==> src/design/lcd4_pkg.sv <==
// Shared types, constants and the init command table for the 4-bit LCD driver.
`timescale 1ns / 1ps

package lcd4_pkg;

  localparam int unsigned WAIT_BITS_DEF = 20;
  localparam int unsigned CFG_W         = 20;
  localparam int unsigned CFG_IDX_W     = 3;
  localparam int unsigned STEP_W        = 5;
  localparam int unsigned Q_DEPTH       = 2;
  localparam int unsigned SETTLE_LIMIT  = 128;
  localparam int unsigned GUARD_W       = $clog2(SETTLE_LIMIT + 1);

  typedef enum logic [1:0] {
    OP_TICK  = 2'd0,
    OP_WRITE = 2'd1,
    OP_INIT  = 2'd2,
    OP_NONE  = 2'd3
  } op_t;

  typedef enum logic [1:0] {
    PH_IDLE,
    PH_EHIGH,
    PH_ESETTLE,
    PH_WAIT
  } phase_t;

  typedef enum logic [CFG_IDX_W-1:0] {
    CFG_STROBE_HIGH = 3'd0,
    CFG_SETTLE      = 3'd1,
    CFG_POWERUP     = 3'd2,
    CFG_RESET_WAIT  = 3'd3,
    CFG_CLEAR_WAIT  = 3'd4
  } cfg_idx_t;

  // Init sequence steps
  localparam logic [STEP_W-1:0] STEP_POWERUP    = 5'd1;
  localparam logic [STEP_W-1:0] STEP_NIB_RESET  = 5'd2;
  localparam logic [STEP_W-1:0] STEP_RESET_WAIT = 5'd3;
  localparam logic [STEP_W-1:0] STEP_STROBE_A   = 5'd4;
  localparam logic [STEP_W-1:0] STEP_STROBE_B   = 5'd6;
  localparam logic [STEP_W-1:0] STEP_NIB_4BIT   = 5'd8;
  localparam logic [STEP_W-1:0] STEP_CMD_FIRST  = 5'd10;
  localparam logic [STEP_W-1:0] STEP_CMD_LAST   = 5'd18;
  localparam logic [STEP_W-1:0] STEP_CLEAR_WAIT = 5'd19;
  localparam logic [STEP_W-1:0] STEP_LAST       = 5'd20;

  localparam logic [3:0] NIB_RESET = 4'h3;
  localparam logic [3:0] NIB_4BIT  = 4'h2;

  localparam logic [7:0]  RST_STROBE_HIGH = 8'd1;
  localparam logic [15:0] RST_SETTLE      = 16'd160;
  localparam logic [19:0] RST_POWERUP     = 20'd500000;
  localparam logic [15:0] RST_RESET_WAIT  = 16'd5000;
  localparam logic [15:0] RST_CLEAR_WAIT  = 16'd40000;

  typedef struct packed {
    op_t        kind;
    logic [7:0] byte_value;
    logic       is_data;
  } item_t;

  // Command byte sent at an even step of the command part of init
  function automatic logic [7:0] init_cmd(input logic [STEP_W-1:0] step);
    logic [7:0] c;
    case (step)
      5'd10:   c = 8'h28;
      5'd12:   c = 8'h10;
      5'd14:   c = 8'h06;
      5'd16:   c = 8'h0E;
      5'd18:   c = 8'h01;
      default: c = 8'h00;
    endcase
    return c;
  endfunction

endpackage

==> src/design/lcd4_ifs.sv <==
// Handshake channels: command items in, pin status items out.
`timescale 1ns / 1ps

interface lcd4_cmd_if;
  logic       valid;
  logic       ready;
  logic [1:0] op;
  logic [7:0] byte_value;
  logic       is_data;

  modport source (output valid, op, byte_value, is_data, input ready);
  modport sink   (input valid, op, byte_value, is_data, output ready);
endinterface

interface lcd4_pin_if;
  logic       valid;
  logic       ready;
  logic [3:0] data_nibble;
  logic       rs_pin;
  logic       enable_pin;
  logic       backlight_pin;
  logic       busy_res;
  logic       ready_done;
  logic       rejected;

  modport source (output valid, data_nibble, rs_pin, enable_pin, backlight_pin, busy_res,
                  ready_done, rejected, input ready);
  modport sink   (input valid, data_nibble, rs_pin, enable_pin, backlight_pin, busy_res,
                  ready_done, rejected, output ready);
endinterface

==> src/design/lcd4_front.sv <==
// Front stage: take command items, decode the op and register them for the queue.
`timescale 1ns / 1ps

module lcd4_front import lcd4_pkg::*; (
  input  logic  clk,
  input  logic  rst,
  lcd4_cmd_if.sink cmd,
  output logic  f_valid,
  input  logic  f_ready,
  output item_t f_item
);

  item_t dec;

  always_comb begin
    dec.byte_value = cmd.byte_value;
    dec.is_data    = cmd.is_data;
    case (cmd.op)
      OP_TICK:  dec.kind = OP_TICK;
      OP_WRITE: dec.kind = OP_WRITE;
      OP_INIT:  dec.kind = OP_INIT;
      default:  dec.kind = OP_NONE;
    endcase
  end

  assign cmd.ready = !f_valid || f_ready;

  always_ff @(posedge clk) begin
    if (rst) begin
      f_valid <= 1'b0;
    end else if (cmd.ready) begin
      f_valid <= cmd.valid;
    end
  end

  always_ff @(posedge clk) begin
    if (cmd.valid && cmd.ready) begin
      f_item <= dec;
    end
  end

endmodule

==> src/design/lcd4_queue.sv <==
// Short item queue between the decode stage and the sequencer.
`timescale 1ns / 1ps

module lcd4_queue import lcd4_pkg::*; (
  input  logic  clk,
  input  logic  rst,
  input  logic  push_valid,
  output logic  push_ready,
  input  item_t push_item,
  output logic  pop_valid,
  input  logic  pop_ready,
  output item_t pop_item
);

  localparam int unsigned PTR_W = (Q_DEPTH > 1) ? $clog2(Q_DEPTH) : 1;
  localparam int unsigned CNT_W = $clog2(Q_DEPTH + 1);

  item_t            slots [Q_DEPTH];
  logic [PTR_W-1:0] wr_ptr;
  logic [PTR_W-1:0] rd_ptr;
  logic [CNT_W-1:0] count;
  logic             push;
  logic             pop;

  assign push_ready = count != CNT_W'(Q_DEPTH);
  assign pop_valid  = count != '0;
  assign pop_item   = slots[rd_ptr];
  assign push       = push_valid && push_ready;
  assign pop        = pop_valid && pop_ready;

  function automatic logic [PTR_W-1:0] bump(input logic [PTR_W-1:0] p);
    return (p == PTR_W'(Q_DEPTH - 1)) ? '0 : p + 1'b1;
  endfunction

  always_ff @(posedge clk) begin
    if (rst) begin
      wr_ptr <= '0;
      rd_ptr <= '0;
      count  <= '0;
    end else begin
      if (push) wr_ptr <= bump(wr_ptr);
      if (pop)  rd_ptr <= bump(rd_ptr);
      if (push && !pop)      count <= count + 1'b1;
      else if (pop && !push) count <= count - 1'b1;
    end
  end

  always_ff @(posedge clk) begin
    if (push) begin
      slots[wr_ptr] <= push_item;
    end
  end

endmodule

==> src/design/lcd4_back.sv <==
// Sequencer: apply items to the LCD timing state, chain zero-length waits, register results.
`timescale 1ns / 1ps

module lcd4_back import lcd4_pkg::*; #(
  parameter int unsigned WAIT_BITS = WAIT_BITS_DEF
) (
  input  logic                 clk,
  input  logic                 rst,
  input  logic                 cfg_we,
  input  logic [CFG_IDX_W-1:0] cfg_index,
  input  logic [CFG_W-1:0]     cfg_data,
  input  logic                 q_valid,
  output logic                 q_ready,
  input  item_t                q_item,
  lcd4_pin_if.source           pins
);

  localparam logic [32:0] WAIT_MAX = (33'd1 << WAIT_BITS) - 33'd1;

  typedef struct packed {
    phase_t                phase;
    logic [STEP_W-1:0]     step;
    logic [WAIT_BITS-1:0]  wcnt;
    logic [7:0]            held;
    logic                  low_pend;
    logic [3:0]            nib;
    logic                  rs;
    logic                  en;
    logic                  bl;
    logic                  done;
  } eng_t;

  logic [7:0]         strobe_high_us;
  logic [15:0]        settle_us;
  logic [19:0]        powerup_us;
  logic [15:0]        reset_wait_us;
  logic [15:0]        clear_wait_us;

  eng_t               eng;
  eng_t               eng_next;
  logic               settling;
  logic               settling_next;
  logic [GUARD_W-1:0] guard;
  logic [GUARD_W-1:0] guard_next;

  eng_t               applied;
  eng_t               stepped;
  eng_t               out_src;
  logic               rej_a;
  logic               out_rej;
  logic               load_out;
  logic               slot_free;

  function automatic logic [WAIT_BITS-1:0] sat(input logic [19:0] v);
    logic [32:0] ext;
    ext = 33'(v);
    return (ext > WAIT_MAX) ? '1 : ext[WAIT_BITS-1:0];
  endfunction

  function automatic eng_t enter(input eng_t s, input phase_t ph, input logic [19:0] v);
    eng_t r;
    r       = s;
    r.phase = ph;
    r.wcnt  = sat(v);
    return r;
  endfunction

  function automatic eng_t strobe(input eng_t s);
    eng_t r;
    r    = s;
    r.en = 1'b1;
    return enter(r, PH_EHIGH, 20'(strobe_high_us));
  endfunction

  function automatic eng_t send_nibble(input eng_t s, input logic [3:0] n, input logic rs);
    eng_t r;
    r     = s;
    r.nib = n;
    r.rs  = rs;
    return strobe(r);
  endfunction

  function automatic eng_t send_byte(input eng_t s, input logic [7:0] b, input logic rs);
    eng_t r;
    r          = s;
    r.held     = b;
    r.low_pend = 1'b1;
    return send_nibble(r, b[7:4], rs);
  endfunction

  function automatic eng_t run_init(input eng_t s);
    eng_t r;
    r = s;
    if (s.step == STEP_POWERUP) begin
      r = enter(s, PH_WAIT, powerup_us);
    end else if (s.step == STEP_NIB_RESET) begin
      r = send_nibble(s, NIB_RESET, 1'b0);
    end else if (s.step == STEP_RESET_WAIT) begin
      r = enter(s, PH_WAIT, 20'(reset_wait_us));
    end else if (s.step == STEP_STROBE_A || s.step == STEP_STROBE_B) begin
      r = strobe(s);
    end else if (s.step == STEP_NIB_4BIT) begin
      r = send_nibble(s, NIB_4BIT, 1'b0);
    end else if (s.step >= STEP_CMD_FIRST && s.step <= STEP_CMD_LAST && !s.step[0]) begin
      r = send_byte(s, init_cmd(s.step), 1'b0);
    end else if (s.step == STEP_CLEAR_WAIT) begin
      r = enter(s, PH_WAIT, 20'(clear_wait_us));
    end else if (s.step >= STEP_LAST) begin
      r.bl    = 1'b1;
      r.done  = 1'b1;
      r.step  = '0;
      r.phase = PH_IDLE;
      r.wcnt  = '0;
    end else begin
      // odd steps between init commands
      r = enter(s, PH_WAIT, 20'(settle_us));
    end
    return r;
  endfunction

  function automatic eng_t next_action(input eng_t s);
    eng_t r;
    r = s;
    if (s.low_pend) begin
      r.low_pend = 1'b0;
      r = send_nibble(r, s.held[3:0], s.rs);
    end else if (s.step != '0) begin
      r.step = s.step + 1'b1;
      r = run_init(r);
    end else begin
      r.phase = PH_IDLE;
      r.wcnt  = '0;
    end
    return r;
  endfunction

  function automatic eng_t complete(input eng_t s);
    eng_t r;
    r = s;
    if (s.phase == PH_EHIGH) begin
      r.en = 1'b0;
      r = enter(r, PH_ESETTLE, 20'(settle_us));
    end else begin
      r = next_action(s);
    end
    return r;
  endfunction

  function automatic logic needs_step(input eng_t s);
    return (s.phase != PH_IDLE) && (s.wcnt == '0);
  endfunction

  // Apply the popped item
  always_comb begin
    applied = eng;
    rej_a   = 1'b0;
    case (q_item.kind)
      OP_TICK: begin
        if (eng.phase != PH_IDLE && eng.wcnt != '0) applied.wcnt = eng.wcnt - 1'b1;
      end
      OP_WRITE: begin
        if (eng.phase != PH_IDLE || !eng.done) rej_a = 1'b1;
        else applied = send_byte(eng, q_item.byte_value, q_item.is_data);
      end
      OP_INIT: begin
        if (eng.phase != PH_IDLE) begin
          rej_a = 1'b1;
        end else begin
          applied.done     = 1'b0;
          applied.nib      = '0;
          applied.rs       = 1'b0;
          applied.en       = 1'b0;
          applied.low_pend = 1'b0;
          applied.step     = STEP_POWERUP;
          applied = run_init(applied);
        end
      end
      default: ;
    endcase
  end

  assign stepped   = complete(eng);
  assign slot_free = !pins.valid || pins.ready;
  assign q_ready   = !settling && slot_free;

  always_comb begin
    eng_next      = eng;
    settling_next = settling;
    guard_next    = guard;
    load_out      = 1'b0;
    out_src       = eng;
    out_rej       = 1'b0;
    if (settling) begin
      if (!needs_step(eng) || guard == GUARD_W'(SETTLE_LIMIT)) begin
        // chain finished or guard limit reached: emit once the output slot frees
        if (slot_free) begin
          load_out      = 1'b1;
          settling_next = 1'b0;
        end
      end else begin
        eng_next   = stepped;
        guard_next = guard + 1'b1;
      end
    end else if (q_valid && q_ready) begin
      eng_next   = applied;
      guard_next = '0;
      if (needs_step(applied)) begin
        settling_next = 1'b1;
      end else begin
        load_out = 1'b1;
        out_src  = applied;
        out_rej  = rej_a;
      end
    end
  end

  always_ff @(posedge clk) begin
    if (rst) begin
      eng.phase    <= PH_IDLE;
      eng.step     <= '0;
      eng.wcnt     <= '0;
      eng.held     <= '0;
      eng.low_pend <= 1'b0;
      eng.nib      <= '0;
      eng.rs       <= 1'b0;
      eng.en       <= 1'b0;
      eng.bl       <= 1'b0;
      eng.done     <= 1'b0;
      settling     <= 1'b0;
      guard        <= '0;
      pins.valid   <= 1'b0;
    end else begin
      eng      <= eng_next;
      settling <= settling_next;
      guard    <= guard_next;
      if (load_out)        pins.valid <= 1'b1;
      else if (pins.ready) pins.valid <= 1'b0;
    end
  end

  always_ff @(posedge clk) begin
    if (load_out) begin
      pins.data_nibble   <= out_src.nib;
      pins.rs_pin        <= out_src.rs;
      pins.enable_pin    <= out_src.en;
      pins.backlight_pin <= out_src.bl;
      pins.busy_res      <= out_src.phase != PH_IDLE;
      pins.ready_done    <= out_src.done;
      pins.rejected      <= out_rej;
    end
  end

  always_ff @(posedge clk) begin
    if (rst) begin
      strobe_high_us <= RST_STROBE_HIGH;
      settle_us      <= RST_SETTLE;
      powerup_us     <= RST_POWERUP;
      reset_wait_us  <= RST_RESET_WAIT;
      clear_wait_us  <= RST_CLEAR_WAIT;
    end else if (cfg_we) begin
      case (cfg_index)
        CFG_STROBE_HIGH: strobe_high_us <= cfg_data[7:0];
        CFG_SETTLE:      settle_us      <= cfg_data[15:0];
        CFG_POWERUP:     powerup_us     <= cfg_data[19:0];
        CFG_RESET_WAIT:  reset_wait_us  <= cfg_data[15:0];
        CFG_CLEAR_WAIT:  clear_wait_us  <= cfg_data[15:0];
        default: ;
      endcase
    end
  end

endmodule

==> src/design/char_lcd_nibble_interface.sv <==
// Top level of the 4-bit character LCD driver.
//
// Channels: cmd carries items of op (tick, write byte, start init), byte_value
// and is_data; pins returns one item per command item with the pin levels
// (data_nibble, rs_pin, enable_pin, backlight_pin) and status (busy_res,
// ready_done, rejected) as they stand after that item. Each tick item is one
// microsecond of LCD time. Timing registers are written through cfg_we,
// cfg_index and cfg_data; the user must write them only while no item is in flight, the block does not enforce this.
//
// Path: an item passes the decode register (loaded at the accepting edge),
// the queue and the sequencer output register before its result is offered;
// a chain of zero-length waits adds a settling pass with one timing step per
// wait. Throughput: one item per cycle while no zero-length waits chain and
// the pins receiver takes results; the sequencer applies one timing step per cycle.
//
// Reset: sequencer pin state low, backlight off, not initialised, no result offered, timing registers at their
// defaults, queue empty. A stalled pins receiver holds the result register;
// the two-entry queue and decode register keep taking items until full.
`timescale 1ns / 1ps

module char_lcd_nibble_interface import lcd4_pkg::*; #(
  parameter int unsigned WAIT_BITS = WAIT_BITS_DEF
) (
  input  logic                 clk,
  input  logic                 rst,
  lcd4_cmd_if.sink             cmd,
  lcd4_pin_if.source           pins,
  input  logic                 cfg_we,
  input  logic [CFG_IDX_W-1:0] cfg_index,
  input  logic [CFG_W-1:0]     cfg_data
);

  logic  f_valid;
  logic  f_ready;
  item_t f_item;
  logic  q_valid;
  logic  q_ready;
  item_t q_item;

  lcd4_front u_front (
    .clk     (clk),
    .rst     (rst),
    .cmd     (cmd),
    .f_valid (f_valid),
    .f_ready (f_ready),
    .f_item  (f_item)
  );

  lcd4_queue u_queue (
    .clk        (clk),
    .rst        (rst),
    .push_valid (f_valid),
    .push_ready (f_ready),
    .push_item  (f_item),
    .pop_valid  (q_valid),
    .pop_ready  (q_ready),
    .pop_item   (q_item)
  );

  lcd4_back #(
    .WAIT_BITS (WAIT_BITS)
  ) u_back (
    .clk       (clk),
    .rst       (rst),
    .cfg_we    (cfg_we),
    .cfg_index (cfg_index),
    .cfg_data  (cfg_data),
    .q_valid   (q_valid),
    .q_ready   (q_ready),
    .q_item    (q_item),
    .pins      (pins)
  );

endmodule

==> src/flat_wrapper.sv <==
// flat-port wrapper written by rule: the top's interface ports become plain ports
module char_lcd_nibble_interface_flat import lcd4_pkg::*;
#(
  parameter int unsigned WAIT_BITS = WAIT_BITS_DEF
)
  (clk, rst, cfg_we, cfg_index, cfg_data, cmd_valid, cmd_op, cmd_byte_value, cmd_is_data, cmd_ready, pins_valid, pins_data_nibble, pins_rs_pin, pins_enable_pin, pins_backlight_pin, pins_busy_res, pins_ready_done, pins_rejected, pins_ready);
  lcd4_cmd_if cmd_i ();
  lcd4_pin_if pins_i ();
  input  logic clk;
  input  logic rst;
  input  logic cfg_we;
  input  logic [CFG_IDX_W-1:0] cfg_index;
  input  logic [CFG_W-1:0] cfg_data;
  input wire logic [$bits(cmd_i.valid)-1:0] cmd_valid;
  input wire logic [$bits(cmd_i.op)-1:0] cmd_op;
  input wire logic [$bits(cmd_i.byte_value)-1:0] cmd_byte_value;
  input wire logic [$bits(cmd_i.is_data)-1:0] cmd_is_data;
  output wire logic [$bits(cmd_i.ready)-1:0] cmd_ready;
  output wire logic [$bits(pins_i.valid)-1:0] pins_valid;
  output wire logic [$bits(pins_i.data_nibble)-1:0] pins_data_nibble;
  output wire logic [$bits(pins_i.rs_pin)-1:0] pins_rs_pin;
  output wire logic [$bits(pins_i.enable_pin)-1:0] pins_enable_pin;
  output wire logic [$bits(pins_i.backlight_pin)-1:0] pins_backlight_pin;
  output wire logic [$bits(pins_i.busy_res)-1:0] pins_busy_res;
  output wire logic [$bits(pins_i.ready_done)-1:0] pins_ready_done;
  output wire logic [$bits(pins_i.rejected)-1:0] pins_rejected;
  input wire logic [$bits(pins_i.ready)-1:0] pins_ready;
  assign cmd_i.valid = cmd_valid;
  assign cmd_i.op = cmd_op;
  assign cmd_i.byte_value = cmd_byte_value;
  assign cmd_i.is_data = cmd_is_data;
  assign cmd_ready = cmd_i.ready;
  assign pins_valid = pins_i.valid;
  assign pins_data_nibble = pins_i.data_nibble;
  assign pins_rs_pin = pins_i.rs_pin;
  assign pins_enable_pin = pins_i.enable_pin;
  assign pins_backlight_pin = pins_i.backlight_pin;
  assign pins_busy_res = pins_i.busy_res;
  assign pins_ready_done = pins_i.ready_done;
  assign pins_rejected = pins_i.rejected;
  assign pins_i.ready = pins_ready;
  char_lcd_nibble_interface #(.WAIT_BITS(WAIT_BITS)) u_core (.clk(clk), .rst(rst), .cmd(cmd_i), .pins(pins_i), .cfg_we(cfg_we), .cfg_index(cfg_index), .cfg_data(cfg_data));
endmodule
==> config.mk <==
export PLATFORM = sky130hd
export DESIGN_NAME = char_lcd_nibble_interface_flat
export DESIGN_NICKNAME = d
export VERILOG_FILES = /design/src/design/lcd4_pkg.sv /design/src/design/lcd4_ifs.sv /design/src/design/lcd4_front.sv /design/src/design/lcd4_queue.sv /design/src/design/lcd4_back.sv /design/src/design/char_lcd_nibble_interface.sv /design/src/flat_wrapper.sv
export SDC_FILE = /design/constraint.sdc
export NUM_CORES = 1
export LEC_CHECK = 0
export BUFFER_PORTS_ARGS = -buffer_cell sky130_fd_sc_hd__buf_2
export CAP_MARGIN = 15
export CORE_ASPECT_RATIO = 0.75
export CORE_MARGIN = 2
export CORE_UTILIZATION = 66
export CTS_BUF_LIST = sky130_fd_sc_hd__clkbuf_16
export CTS_CLUSTER_SIZE = 14
export DETAILED_ROUTE_END_ITERATION = 8
export PLACE_DENSITY = 0.95
export REMOVE_ABC_BUFFERS = 1
export SLEW_MARGIN = 20
export SYNTH_ARGS = -nofsm -noshare
export SYNTH_HDL_FRONTEND = slang
export SYNTH_SLANG_ARGS = --single-unit
==> constraint.sdc <==
create_clock -name clk -period 6.3 [get_ports clk]
set_input_delay 1.575 -clock clk [delete_from_list [all_inputs] [get_ports clk]]
set_output_delay 1.575 -clock clk [all_outputs]
set_load 0.03 [all_outputs]
==> run_summary.xml, run 1 <==
<?xml version="1.0" encoding="UTF-8"?>
<metrics>
  <group name="placed_design">
    <metric name="post-place-ws" unit="ns">1.07</metric>
    <metric name="place_congestion" unit="">1.06</metric>
    <metric name="hpwl" unit="um">20600</metric>
    <metric name="placed_area" unit="um2">9730</metric>
    <metric name="port_buffers" unit="">50</metric>
  </group>
  <group name="synth">
    <metric name="synth-compound-area-share" unit="%">23.0</metric>
    <metric name="synthDistinctLibCells" unit="">76</metric>
    <metric name="ys.warnings.count" unit="">0</metric>
    <metric name="synth_area_per_cell" unit="um2">8.09</metric>
    <metric name="ys_seq_elements" unit="">175</metric>
    <metric name="synth_top_flop_cell" unit="">dfxtp_1</metric>
    <metric name="synth_xor_xnor_area_share" unit="%">1.66</metric>
    <metric name="synth_adder_area_share" unit="%">1.72</metric>
    <metric name="syn_area" unit="um2">9470</metric>
    <metric name="yosysSeqAreaShare" unit="%">41.5</metric>
    <metric name="synth.area.mux_share" unit="%">2.18</metric>
    <metric name="number_of_standard_cells_after_synthesis" unit="">1171</metric>
    <metric name="number_of_synthesized_flops_with_an_enable_pin" unit="">43</metric>
    <metric name="synth-simple-area-share" unit="%">25.9</metric>
    <metric name="synth-async-reset-ratio" unit="%">0</metric>
    <metric name="combinational_family_with_the_most_area_after_synthesis" unit="">simple AND/OR/NAND/NOR gates</metric>
  </group>
  <group name="power_and_ir_drop">
    <metric name="totalPowerFinal" unit="mW">4.48</metric>
    <metric name="ir_drop" unit="V">0.000255</metric>
    <metric name="pwr_density_cell" unit="nW/um2">435</metric>
    <metric name="cellLeakagePower" unit="nW">3.72</metric>
  </group>
  <group name="sta">
    <metric name="setup-violations-final" unit="">0</metric>
    <metric name="timing.final.crit_share" unit="%">88.3</metric>
    <metric name="timing.final.hold_violations" unit="">0</metric>
    <metric name="finalWorstPathRequiredPeriod" unit="ns">5.56</metric>
    <metric name="grt_setup_unrepaired" unit="">false</metric>
    <metric name="timing_worst_slew_pin_value" unit="ns">1.08</metric>
    <metric name="slew_limit_fails" unit="">0</metric>
    <metric name="max_freq" unit="GHz">0.180</metric>
    <metric name="final.setup.tns" unit="ns">0</metric>
    <metric name="fin_worst_skew" unit="ns">0.0130</metric>
    <metric name="hold_ws" unit="ns">0.448</metric>
    <metric name="worst_slew_slack_as_a_fraction_of_its_limit" unit="%">28.0</metric>
    <metric name="fin_ws" unit="ns">0.740</metric>
  </group>
  <group name="clock_tree">
    <metric name="clk_pin_slew_worst_paths" unit="ns">0.08</metric>
    <metric name="tritoncts.num_buffers" unit="">17</metric>
    <metric name="post_cts_resize_count" unit="">0</metric>
    <metric name="insertion_delay" unit="ns">0.44</metric>
    <metric name="cts_hold_buffers" unit="">0</metric>
    <metric name="clock_tree.buffer_depth" unit="">2</metric>
    <metric name="clk_root_buffer_cell" unit="">clkbuf_16</metric>
    <metric name="cts.repair_timing.setup_buffer_count" unit="">0</metric>
    <metric name="tritoncts" unit="">done</metric>
    <metric name="htree_levels" unit="">4</metric>
    <metric name="cts_sinks" unit="">175</metric>
  </group>
  <group name="floorplanning">
    <metric name="starting_density_of_the_core" unit="%">68.2</metric>
    <metric name="chipWidth" unit="um">142</metric>
    <metric name="floorplan.die.height" unit="um">108</metric>
    <metric name="io-pin-count" unit="">51</metric>
    <metric name="placement_rows" unit="">37</metric>
    <metric name="core_area" unit="um2">13900</metric>
    <metric name="dieArea" unit="um2">15300</metric>
  </group>
  <group name="route">
    <metric name="highest-signal-layer" unit="">met4</metric>
    <metric name="post_drt_via_cell_ratio" unit="">7.09</metric>
    <metric name="wirelength" unit="um">29800</metric>
    <metric name="dr_total_vias" unit="">9644</metric>
    <metric name="detail_route.iter0.violations" unit="">1597</metric>
    <metric name="route.layer.met1.wl" unit="um">11700</metric>
    <metric name="dr_wl_met3" unit="um">4500</metric>
    <metric name="ant_nets" unit="">0</metric>
    <metric name="wl_met2" unit="um">12400</metric>
    <metric name="dr.pass1.iters" unit="">7</metric>
    <metric name="drc_errors" unit="">0</metric>
    <metric name="drt-wirelength-per-cell" unit="um">21.9</metric>
  </group>
  <group name="finish">
    <metric name="fin_area" unit="um2">10300</metric>
    <metric name="layout_cells_sized_above_1" unit="%">10.4</metric>
    <metric name="final_nets" unit="">1224</metric>
    <metric name="layout_commonest_cell" unit="">nand2_1</metric>
    <metric name="mostFrequentLayoutCells" unit="">nand2_1 (236), dfxtp_1 (132), a21oi_1 (108), nor2_1 (93), buf_2 (49)</metric>
    <metric name="fillCellCount" unit="">996</metric>
    <metric name="flow.area_growth_from_synthesis" unit="%">8.80</metric>
    <metric name="insertedDiodeCount" unit="">0</metric>
  </group>
  <group name="setup_path">
    <metric name="timing.rr.end" unit="">u_core.u_back.pins.enable_pin$_DFFE_PP_</metric>
    <metric name="crit_arrival" unit="ns">5.62</metric>
    <metric name="ff2ff_setup_slack" unit="ns">0.74</metric>
    <metric name="timing.critical_path.to" unit="">u_core.u_back.pins.enable_pin$_DFFE_PP_</metric>
    <metric name="critical_path_class" unit="">reg -&gt; reg</metric>
    <metric name="cp_cell_sequence" unit="">mux2i_1 &gt; inv_1 &gt; ha_1 &gt; clkinv_1 &gt; nand3_1 &gt; a21oi_1 &gt; nand2_1 &gt; a221oi_1 &gt; nand4_1 &gt; or4_4 &gt; o21ai_2 &gt; o21ai_1</metric>
    <metric name="critical_path_peak_fanout" unit="">17</metric>
    <metric name="worstRegToRegCells" unit="">12</metric>
    <metric name="endpoint_kind" unit="">register</metric>
    <metric name="delay_of_the_slowest_cell_on_the_worst_path" unit="ns">0.74</metric>
    <metric name="crit_required" unit="ns">6.36</metric>
    <metric name="master_of_the_slowest_instance_on_the_critical_path" unit="">dfxtp_1</metric>
    <metric name="timing.critical_path.from_type" unit="">register</metric>
  </group>
  <group name="global_route">
    <metric name="grt_antenna_before_repair" unit="">0</metric>
    <metric name="globalRouteTotalUtil" unit="%">38.9</metric>
    <metric name="first_global_vias" unit="">8749</metric>
    <metric name="grt_pass1_wl" unit="um">46500</metric>
    <metric name="pin_count_of_the_biggest_net_entering_global_routing" unit="">87</metric>
    <metric name="grt_overflow" unit="">0</metric>
  </group>
  <group name="status">
    <metric name="run_status" unit="">finished clean</metric>
  </group>
  <group name="worst_hold_path">
    <metric name="min-delay-path-class" unit="">reg -&gt; reg</metric>
    <metric name="hold_critical_path_depth" unit="">0</metric>
  </group>
  <group name="job">
    <metric name="cap_violations" unit="">0</metric>
  </group>
</metrics>
-- routing by layer --
layer / up-vias / global-route usage, %
met5: - / 0
met4: 0 / 15.3
met3: 134 / 10.7
met2: 840 / 57.1
met1: 4382 / 54.4
li1: 4288 / -
-- worst min path at each step --
| stage | from | endpoint | slack (ns) |
|---|---|---|---|
| 5_1_grt | u_core.u_front.f_item[0]$_DFFE_PP_ | u_core.u_queue.slots[0][0]$_DFFE_PP_ | 0.45 |
| 4_1_cts | u_core.u_front.f_item[0]$_DFFE_PP_ | u_core.u_queue.slots[0][0]$_DFFE_PP_ | 0.44 |
| 2_1_floorplan | u_core.u_back.eng[1]$_SDFFE_PP0P_ | u_core.u_back.pins.backlight_pin$_DFFE_PP_ | 0.41 |
| 6_report | u_core.u_front.f_item[0]$_DFFE_PP_ | u_core.u_queue.slots[0][0]$_DFFE_PP_ | 0.45 |
| 3_5_place_dp | u_core.u_front.f_item[1]$_DFFE_PP_ | u_core.u_queue.slots[0][1]$_DFFE_PP_ | 0.43 |
| 3_3_place_gp | u_core.u_front.f_item[2]$_DFFE_PP_ | u_core.u_queue.slots[1][2]$_DFFE_PP_ | 0.42 |
-- cells by family (layout without fill, tap and decap cells) --
family | Yosys count | after routing
AOI/OAI and AO/OA | 323 | 323
buffers and inverters | 100 | 114
and+or+nand+nor | 523 | 523
adders and majority gates | 13 | 13
muxes | 19 | 19
DFF | 175 | 175
xor gates and xnor gates | 18 | 18
-- flip-flops by register name, indices dropped and copies added, names as in the netlist, 2 cells and up, named ones only --
| name | cells |
|---|---|
| u_core.u_back.clear_wait_us | 16 |
| u_core.u_back.pins.data_nibble | 4 |
| u_core.u_back.strobe_high_us | 8 |
| u_core.u_back.reset_wait_us | 16 |
| u_core.u_queue.count | 2 |
| u_core.u_back.eng | 30 |
| u_core.u_queue.slots | 22 |
| u_core.u_back.powerup_us | 20 |
| u_core.u_front.f_item | 11 |
| u_core.u_back.settle_us | 16 |
| u_core.u_back.guard | 8 |
-- Yosys cell counts, drive strengths merged, types with 14 or more instances --
cell type / count / area share [%]
nor2: 95 / 3.8
a221oi: 19 / 1.8
inv: 20 / 0.79
nand3: 25 / 1.3
edfxtp: 43 / 14
nand2: 236 / 9.4
o22ai: 16 / 1.1
a21oi: 108 / 5.7
a221o: 14 / 1.5
nor3: 42 / 2.2
clkbuf: 75 / 3.0
nand3b: 25 / 2.0
o21ai: 43 / 2.3
a211oi: 19 / 1.5
a22o: 15 / 1.4
dfxtp: 132 / 28
-- where the power goes --
| part | switching, mW | leakage, nW | total [mW] | internal, mW |
|---|---|---|---|---|
| clock | 0.519 | 0.284 | 1.05 | 0.528 |
| sequential | 0.213 | 1.48 | 1.54 | 1.33 |
| combinational | 1.27 | 1.95 | 1.89 | 0.623 |
-- critical path, delay by kind of cell, from the launching register on --
| kind | cells | cell delay [ns] |
|---|---|---|
| AOI/OAI and AO/OA | 4 | 1.76 |
| muxes | 1 | 0.42 |
| buffers and inverters | 2 | 0.44 |
| and+or+nand+nor | 4 | 1.37 |
| adders and majority gates | 1 | 0.44 |
| DFF | 1 | 0.74 |
-- layout make-up --
type / instances / area (um2) / share of cell area (%)
well taps: 175 / 219 / 2.12
flip-flops and latches: 175 / 3930 / 38.2
repair buffers: 60 / 328 / 3.18
clock inverters: 15 / 146 / 1.42
clock buffers: 17 / 425 / 4.13
multi-input cells: 896 / 5170 / 50.2
inverters: 22 / 82.6 / 0.801
-- stage by stage --
stage	cells	util, %
6_report	1360	74.2
5_1_grt	1360	74.2
4_1_cts	1360	74.2
3_5_place_dp	1328	70.1
3_3_place_gp	1328	70.1
2_1_floorplan	1093	-
(Power assumes the default switching activity.)
==> inputs of run 2 (changes only) <==
Settings changed: PLACE_DENSITY 0.95 to 0.86.
==> run_summary.xml, run 2 (synthesis results as in run 1) <==
<?xml version="1.0" encoding="UTF-8"?>
<metrics>
  <group name="route">
    <metric name="dr_total_vias" unit="">9475</metric>
    <metric name="detail_route.iter0.violations" unit="">1631</metric>
    <metric name="post_drt_via_cell_ratio" unit="">6.95</metric>
    <metric name="wirelength" unit="um">29500</metric>
    <metric name="ant_nets" unit="">0</metric>
    <metric name="drt-wirelength-per-cell" unit="um">21.6</metric>
    <metric name="dr.pass1.iters" unit="">9</metric>
    <metric name="drc_errors" unit="">8</metric>
  </group>
  <group name="sta">
    <metric name="max_freq" unit="GHz">0.184</metric>
    <metric name="setup-violations-final" unit="">0</metric>
    <metric name="timing.final.hold_violations" unit="">0</metric>
    <metric name="slew_limit_fails" unit="">0</metric>
    <metric name="finalWorstPathRequiredPeriod" unit="ns">5.44</metric>
    <metric name="final.setup.tns" unit="ns">0</metric>
    <metric name="grt_setup_unrepaired" unit="">false</metric>
    <metric name="fin_ws" unit="ns">0.862</metric>
    <metric name="timing.final.crit_share" unit="%">86.3</metric>
    <metric name="worst_slew_slack_as_a_fraction_of_its_limit" unit="%">28.3</metric>
    <metric name="fin_worst_skew" unit="ns">0.00777</metric>
    <metric name="timing_worst_slew_pin_value" unit="ns">1.08</metric>
  </group>
  <group name="finish">
    <metric name="final_nets" unit="">1227</metric>
    <metric name="fillCellCount" unit="">1072</metric>
    <metric name="biggestRegsByFlops" unit="">u_core.u_back.eng (30), u_core.u_queue.slots (22), u_core.u_back.powerup_us (20)</metric>
    <metric name="multiInputGateArea" unit="um2">5170</metric>
    <metric name="mostFrequentLayoutCells" unit="">nand2_1 (236), dfxtp_1 (132), a21oi_1 (108), nor2_1 (94), buf_2 (49)</metric>
    <metric name="layout_cells_sized_above_1" unit="%">10.2</metric>
    <metric name="fin_area" unit="um2">10300</metric>
    <metric name="largest_reg_flops" unit="">30</metric>
    <metric name="flow.area_growth_from_synthesis" unit="%">8.51</metric>
    <metric name="final-seq-area" unit="um2">3930</metric>
    <metric name="registers.top_by_ff_count" unit="">u_core.u_back.eng</metric>
    <metric name="layout_commonest_cell" unit="">nand2_1</metric>
  </group>
  <group name="setup_path">
    <metric name="critical_path_peak_fanout" unit="">17</metric>
    <metric name="crit_required" unit="ns">6.50</metric>
    <metric name="crit_arrival" unit="ns">5.64</metric>
    <metric name="endpoint_kind" unit="">register</metric>
    <metric name="timing.critical_path.from_type" unit="">register</metric>
    <metric name="critical_path_class" unit="">reg -&gt; reg</metric>
  </group>
  <group name="clock_tree">
    <metric name="clk_root_buffer_cell" unit="">clkbuf_16</metric>
    <metric name="tritoncts.num_buffers" unit="">17</metric>
    <metric name="cts_sinks" unit="">175</metric>
    <metric name="tritoncts" unit="">done</metric>
    <metric name="clock_tree.buffer_depth" unit="">2</metric>
    <metric name="htree_levels" unit="">4</metric>
    <metric name="cts.repair_timing.setup_buffer_count" unit="">0</metric>
    <metric name="cts_hold_buffers" unit="">0</metric>
    <metric name="post_cts_resize_count" unit="">0</metric>
    <metric name="insertion_delay" unit="ns">0.44</metric>
    <metric name="clk_pin_slew_worst_paths" unit="ns">0.07</metric>
  </group>
  <group name="global_route">
    <metric name="met1_track_demand_over_resource_in_global_routing" unit="%">58.4</metric>
    <metric name="grt_overflow" unit="">0</metric>
    <metric name="grt_pass1_wl" unit="um">46700</metric>
    <metric name="gr-usage-met2" unit="%">56.6</metric>
    <metric name="grt_use_met3" unit="%">9.74</metric>
    <metric name="globalRouteTotalUtil" unit="%">39.3</metric>
    <metric name="pin_count_of_the_biggest_net_entering_global_routing" unit="">93</metric>
    <metric name="grt_antenna_before_repair" unit="">1</metric>
    <metric name="first_global_vias" unit="">8556</metric>
    <metric name="grt_busiest_layer" unit="">met1</metric>
  </group>
  <group name="power_and_ir_drop">
    <metric name="ir_drop" unit="V">0.000245</metric>
    <metric name="cellLeakagePower" unit="nW">3.72</metric>
    <metric name="pwr_density_cell" unit="nW/um2">425</metric>
  </group>
  <group name="floorplanning">
    <metric name="dieArea" unit="um2">15300</metric>
    <metric name="core_area" unit="um2">13900</metric>
    <metric name="starting_density_of_the_core" unit="%">68.2</metric>
    <metric name="floorplan.die.height" unit="um">108</metric>
    <metric name="chipWidth" unit="um">142</metric>
    <metric name="placement_rows" unit="">37</metric>
    <metric name="io-pin-count" unit="">51</metric>
  </group>
  <group name="worst_hold_path">
    <metric name="hold_start" unit="">u_core.u_front.f_item[6]$_DFFE_PP_</metric>
    <metric name="min-delay-path-class" unit="">reg -&gt; reg</metric>
  </group>
  <group name="placed_design">
    <metric name="hpwl" unit="um">20700</metric>
    <metric name="placed_area" unit="um2">9750</metric>
    <metric name="place_congestion" unit="">1.06</metric>
    <metric name="port_buffers" unit="">50</metric>
    <metric name="post-place-ws" unit="ns">1.01</metric>
  </group>
  <group name="job">
    <metric name="cap_violations" unit="">0</metric>
  </group>
  <group name="status">
    <metric name="failing_checks" unit="">DRC</metric>
    <metric name="run_status" unit="">complete, but fails checks</metric>
  </group>
</metrics>
run 2: area by class of cell:
type                       instances  area share (%)
sequential                       175            38.3
inverter                          22           0.803
clock inverter                    14           0.901
timing repair buffer              63            3.44
antenna                            1          0.0243
clock buffer                      17            4.14
multi-input combinational        896            50.3
tap                              175            2.13
run 2: worst max-delay path, cell delays in order, from the launching register on:
cell and delay, ns:
dfxtp_1 0.78, mux2i_1 0.41, inv_1 0.13, ha_1 0.45, clkinv_1 0.30, nand3_1 0.49, a22o_1 0.40, a311oi_1 0.46
nand3_1 0.16, or4_4 0.58, o21ai_2 0.48, o21ai_0 0.31, buf_4 0.26
run 2: per-stage QoR:
stage	total power [mW]	util (%)	hold WS [ns]	instances
final	4.37	74.0	0.455	1363
after global routing	4.56	74.0	0.468	1362
after CTS	4.29	73.9	0.454	1361
after detailed placement	3.33	70.2	0.438	1330
after global placement	3.31	70.2	0.427	1330
after floorplan	2.74	-	0.409	1093
run 2: final timing paths:
check / endpoint / slack (ns) / cells past startpoint
worst min-delay path: u_core.u_queue.slots[1][6]$_DFFE_PP_ / 0.45 / 0
worst max register to register: u_core.u_back.pins.data_nibble[0]$_DFFE_PP_ / 0.86 / 12
worst min register to register: u_core.u_queue.slots[1][6]$_DFFE_PP_ / 0.45 / 0
worst max-delay path: u_core.u_back.pins.data_nibble[0]$_DFFE_PP_ / 0.86 / 12
run 2: per-layer routing:
layer / vias up / part of all wire [%]
met4: 0 / 2.4
met1: 4404 / 43
met2: 708 / 42
met5: - / 0
li1: 4288 / -
met3: 75 / 14
run 2: power by group:
part	internal [mW]	switching [mW]
sequential	1.33	0.211
clock	0.502	0.464
combinational	0.627	1.24
